File: config.mk
export PLATFORM = sky130hd
export DESIGN_NAME = lcss_div
export DESIGN_NICKNAME = d
export VERILOG_FILES = /design/src/rtl/lcss_pkg.sv /design/src/rtl/lcss_div.sv
export SDC_FILE = /design/constraint.sdc
export NUM_CORES = 1
export LEC_CHECK = 0
export ABC_AREA = 1
export BUFFER_PORTS_ARGS = -buffer_cell sky130_fd_sc_hd__buf_2
export CORE_MARGIN = 8
export CORE_UTILIZATION = 45
export CTS_CLUSTER_DIAMETER = 40
export DETAILED_ROUTE_END_ITERATION = 8
export GPL_TIMING_DRIVEN = 1
export PLACE_DENSITY = 0.65
export SLEW_MARGIN = 20
export SYNTH_ARGS = -nofsm -noshare
export SYNTH_HDL_FRONTEND = slang
export SYNTH_SLANG_ARGS = --single-unit
export TNS_END_PERCENT = 10
File: constraint.sdc
create_clock -name clk -period 1.9 [get_ports clk]
set_input_delay 0 -clock clk [delete_from_list [all_inputs] [get_ports clk]]
set_output_delay 0 -clock clk [all_outputs]
set_load 0.005 [all_outputs]
File: src/rtl/lcss_pkg.sv
// shared constants and types for the lcss trajectory similarity unit
package lcss_pkg;

	localparam int MAX_POINTS_DEF = 256;

	localparam int EPS_W      = 31;
	localparam int GAP_W      = 9;
	localparam int CRD_W      = 32;
	localparam int PT_W       = 2 * CRD_W;
	localparam int SIM_W      = 16;
	localparam int STAT_W     = 2;
	localparam int CFG_IDX_W  = 2;
	localparam int CFG_DATA_W = 31;

	localparam logic [EPS_W-1:0] EPS_RST = EPS_W'(65536);
	localparam logic [GAP_W-1:0] GAP_RST = GAP_W'(256);

	localparam logic [CFG_IDX_W-1:0] CFG_EPSILON = 2'd0;
	localparam logic [CFG_IDX_W-1:0] CFG_GAP     = 2'd1;
	localparam logic [CFG_IDX_W-1:0] CFG_REVERSE = 2'd2;

	localparam logic [STAT_W-1:0] STATUS_OK    = 2'd0;
	localparam logic [STAT_W-1:0] STATUS_SHORT = 2'd1;
	localparam logic [STAT_W-1:0] STATUS_DROP  = 2'd2;

	// point store write from the load side
	typedef struct packed {
		logic            we_first;
		logic            we_second;
		logic [PT_W-1:0] data;
	} pt_wr_t;

	// table fill control
	typedef struct packed {
		logic start;
		logic rev_en;
	} fill_ctl_t;

endpackage

File: src/rtl/lcss_div.sv
// restoring divider, one quotient bit per cycle, for the q0.16 similarity
module lcss_div #(
	parameter int CNT_W = 9
) (
	input  logic                      clk,
	input  logic                      arst_n,
	input  logic                      start,
	input  logic [CNT_W-1:0]          count,
	input  logic [CNT_W:0]            divisor,
	output logic                      done,
	output logic [lcss_pkg::SIM_W-1:0] quotient
);
	import lcss_pkg::*;

	localparam int NB    = CNT_W + SIM_W;
	localparam int STP_W = $clog2(NB + 1);

	logic [NB-1:0]      num_q;
	logic [CNT_W+1:0]   rem_q;
	logic [CNT_W:0]     div_q;
	logic [STP_W-1:0]   step_q;
	logic               busy_q;
	logic               done_q;
	logic [CNT_W+1:0]   rem_sh;
	logic               ge;

	assign rem_sh = {rem_q[CNT_W:0], num_q[NB-1]};
	assign ge     = rem_sh >= {1'b0, div_q};

	always_ff @(posedge clk or negedge arst_n) begin
		if (!arst_n) begin
			busy_q <= 1'b0;
			done_q <= 1'b0;
			step_q <= '0;
		end else begin
			done_q <= !start && busy_q && (step_q == STP_W'(NB - 1));
			if (start) begin
				busy_q <= 1'b1;
				step_q <= '0;
			end else if (busy_q) begin
				step_q <= step_q + STP_W'(1);
				if (step_q == STP_W'(NB - 1)) begin
					busy_q <= 1'b0;
				end
			end
		end
	end

	// dividend bits shift out the top while quotient bits shift in the bottom
	always_ff @(posedge clk) begin
		if (start) begin
			num_q <= {count, {SIM_W{1'b0}}};
			rem_q <= '0;
			div_q <= divisor;
		end else if (busy_q) begin
			rem_q <= ge ? (rem_sh - {1'b0, div_q}) : rem_sh;
			num_q <= {num_q[NB-2:0], ge};
		end
	end

	assign done     = done_q;
	assign quotient = num_q[SIM_W-1:0];
endmodule

==> summary.md <==
| Metric | Value |
|---|---|
| Antenna Cells | 0 |
| Vias in the first global route | between 2000 and 2500 |
| Met2 Use GR | 0.220 |
| Flop pwr share | 0.388 |
| CTS clk-pin slew, worst paths | about 100 ps |
| I/O Buffers | 38 |
| Asr flop ratio synth | 0.135 |
| Post-layout util | 0.546 |
| Via count | between 2000 and 2500 |
| Final WS setup | 116 ps |
| Post-DRT Antenna Nets | 0 |
| Peak Freq | ~560 MHz |
| Crit Path Class | reg2reg |
| Area of the core | just under 0.006 sq mm |
| Clock network fraction of total power | 0.196 |
| Clock Sinks | 52 |
| Die footprint | around 0.0086 sq mm |
| Int Pwr | 2.34 mW |
| Clk Latency, worst-skew pair | 310 ps |
| Initial antenna violation count | 0 |
| CP Capture Type | flop |
| Maxcap violations | 0 |
| Cts bufs inserted | 5 |
| Part of the Yosys area used for sequential elements | 0.475 |
| Finished Cell Area | between 0.003 and 0.004 sq mm |
| GR Util met1 | 0.167 |
| Grt total ovfl | 0 |
| CP cell instances | inv_1 > ha_1 > nand2_2 > nor2_2 > nand3b_1 > and2_2 > nand2_4 > nand2_1 > nand2_1 > nand2_1 > nand2_1 |
| Gr usage total | 0.136 |
| Max Slew Vio Count | 0 |
| Dpl cell area | 0.00281 sq mm |
| CTS tree | built |
| Slew margin rel. | 0.662 |
| DR vias/cell | roughly 4.9 |
| Final min period | between 1500 and 2000 ps |
| Sw Ratio | 0.375 |
| Status | completed |
| First-pass iteration count of the detailed router | 4 |
| Synth-to-Final Area Change | 19.3% |
| Fraction of layout cells with a size suffix above 1 | 0.195 |
| Starting Density | 0.458 |
| DRC viols | 0 |
| Top_reg_cell synth | dfxtp_1 |
| Worst EP required | between 2000 and 2500 ps |
| Cell taking the most area after synthesis | edfxtp_1 |
| Drt wl/cell | ~13 um |
| Final Cycle Share | 0.939 |
| Pin slew with the least headroom to its limit | around 500 ps |
| Hold WC Path Type | in2async |
| Nets@finish | a little under 400 |
| Post-synth top area share | 0.214 |
| DP Worst Slack | 57.3 ps |
| Max incr delay on CP | about 360 ps |
| Critical path's slowest cell | ha_1 |
| FP Rows | 28 |
| Worst Skew | 7.60 ps |
| Top Usage Layer GRT | met2 |
| Register area | 0.00127 sq mm |
| Chip height | between 90 and 100 um |
| Design Power | ~3.7 mW |
| I/O pins | 39 |
| Hold Slack | 38.6 ps |
| CP dominant cell by count | nand2_1 |
| Fin. Hold Viols | 0 |
| Filler cell count | 571 |
| Mapped Area | around 0.0027 sq mm |
| Final wirelength | 5640 um |
| LEAKAGE | between 1.5 and 2 nW |
| #FFs+latches synth | between 50 and 60 |
| Area contributors post-synth | edfxtp_1, dfxtp_1, nand2_1 |
| CP Data Arrival Time | ~2000 ps |
| Syn avg cell area | 8.59 sq um |
| Delay-heaviest family, CP | simple AND/OR/NAND/NOR gates |
| Clock Tree Root | clkbuf_8 |
| Final HPWL DP | 3930 um |
| Worst Setup Start Kind | flop |
| Bufs and invs on worst path | 1 |
| Number of synthesized flops with an enable pin | 19 |
| Final Setup Violations | 0 |
| Area occupied by multi-input gates | 0.00107 sq mm |
| Met3 GRT Util | 0.0340 |
| Pin count of the biggest net entering global routing | 24 |
| Peak VDD IR | around 570 uV |
| Post-Synthesis Cells | between 300 and 400 |
| Logic pwr share | 0.417 |
| Count of cell types in the netlist | 31 |
| First-pass GRT wire length | around 9400 um |
| Die Wd | 92.9 um |
| DRT iter0 DRCs | about 160 |
| Sw power | roughly 1.4 mW |
| Number of H-tree levels | 2 |
| Routability-driven placement congestion ratio | 0.886 |
| Net Count, Synth | ~350 |
| Pwr per Cell Area | between 1000 and 1500 mW/mm^2 |
| Yosys warnings | 0 |
| Clock buffer depth | 2 |
| Critical Path Fanout Max | 11 |
-- sequential cells by signal (all words and copies together) (netlist names) --
register and flops:
num_q 25, div_q 10, rem_q 10, step_q 5, busy_q 1, done 1
-- layer usage --
| layer | vias to the layer above | share of wire |
|---|---|---|
| met3 | 10 | 0.041 |
| li1 | 1086 | - |
| met4 | 0 | 0.025 |
| met2 | 36 | 0.48 |
| met1 | 983 | 0.45 |
| met5 | - | 0 |
-- power by group through the flow --
stage | Sequential, mW | Combinational, mW | Clock, mW
floorplan | 1.42 | 1.23 | 0
global placement | 1.46 | 1.42 | 0
detailed placement | 1.46 | 1.43 | 0
CTS | 1.44 | 1.47 | 0.756
global route | 1.47 | 1.79 | 0.802
finish | 1.45 | 1.56 | 0.731
-- worst reg2reg max path, stage by stage (launching register included) --
cell and delay, ps:
edfxtp_1 330, inv_1 40, ha_1 360, nand2_2 90, nor2_2 150, nand3b_1 120, and2_2 230, nand2_4 140
nand2_1 100, nand2_1 70, nand2_1 50, nand2_1 50
-- metrics by stage --
stage	setup TNS [ps]	std cells
after global placement	0	403
after CTS	0	430
final	0	434
after floorplan	0	310
after detailed placement	0	403
after global routing	-84.6	434
-- synthesized netlist by cell type (2+ instances only) --
master,instances
nand2_4,2
clkbuf_1,4
nand2_1,80
nand3b_1,13
nor2_1,9
buf_4,16
o21ai_0,5
a21oi_1,8
a22o_1,8
dfxtp_1,26
dfrtp_1,7
nand3_1,15
ha_1,12
nand4_1,3
edfxtp_1,19
buf_2,3
o22ai_1,15
xnor2_1,3
nand2_2,2
clkinv_1,2
inv_1,48
-- placed cells by master, fill, tap and decap left out, drive strengths merged --
| cell type | Yosys | layout |
|---|---|---|
| nand2 | 84 | 84 |
| inv | 48 | 49 |
| buf | 21 | 46 |
| dfxtp | 26 | 26 |
| dlygate4sd3 | 0 | 20 |
| edfxtp | 19 | 19 |
| nand3 | 16 | 16 |
| o22ai | 15 | 15 |
| nand3b | 13 | 13 |
| ha | 12 | 12 |
| nor2 | 10 | 10 |
| a22o | 8 | 8 |
| a21oi | 8 | 8 |
| dfrtp | 7 | 7 |
| clkbuf | 4 | 6 |
| o21ai | 5 | 5 |
| xnor2 | 3 | 3 |
| nand4 | 3 | 3 |
| clkinv | 2 | 3 |
| nor3 | 1 | 1 |
| or2 | 1 | 1 |
| and2 | 1 | 1 |
| a31oi | 1 | 1 |
| a211oi | 1 | 1 |
| fa | 1 | 1 |
-- path summary, 6_finish.rpt --
| check | from | end | slack, ps | cells after the start |
|---|---|---|---|---|
| hold reg to reg | rem_q[8] | rem_q[8] | 480 | 2 |
| max in group asynchronous | arst_n | step_q[2] | 1710 | 2 |
| hold / removal | arst_n | step_q[0] | 40 | 2 |
| min in group clk | start | div_q[5] | 190 | 1 |
| setup / recovery | div_q[4] | rem_q[9] | 120 | 11 |
| setup reg to reg | div_q[4] | rem_q[9] | 120 | 11 |
-- area by class of cell --
type / instances / area share
clock buffers: 6 / 0.0295
clock inverters: 2 / 0.00512
inverters: 50 / 0.0591
multi-input cells: 183 / 0.337
flip-flops and latches: 52 / 0.398
well taps: 75 / 0.0295
repair buffers: 66 / 0.142
-- cells by family after synthesis --
kind of cell             after synthesis  share of synthesized area
AO/OA/AOI/OAI                         38                     0.0911
XOR/XNOR                               3                    0.00987
adder cells (fa/ha/maj)               13                     0.0639
buffers and inverters                 75                      0.137
flip-flops                            52                      0.475
AND/OR/NAND/NOR                      129                      0.223
-- repair_timing --
| action | 4_1_cts | 5_1_grt |
|---|---|---|
| buffers inserted | 0 | 3 |
| resized for setup | 0 | 10 |
| endpoints found under the setup margin | 0 | 11 |
| hold buffers | 19 | 1 |
| endpoints found under the hold margin | 25 | 1 |
Power figures use the tool's default switching activity.
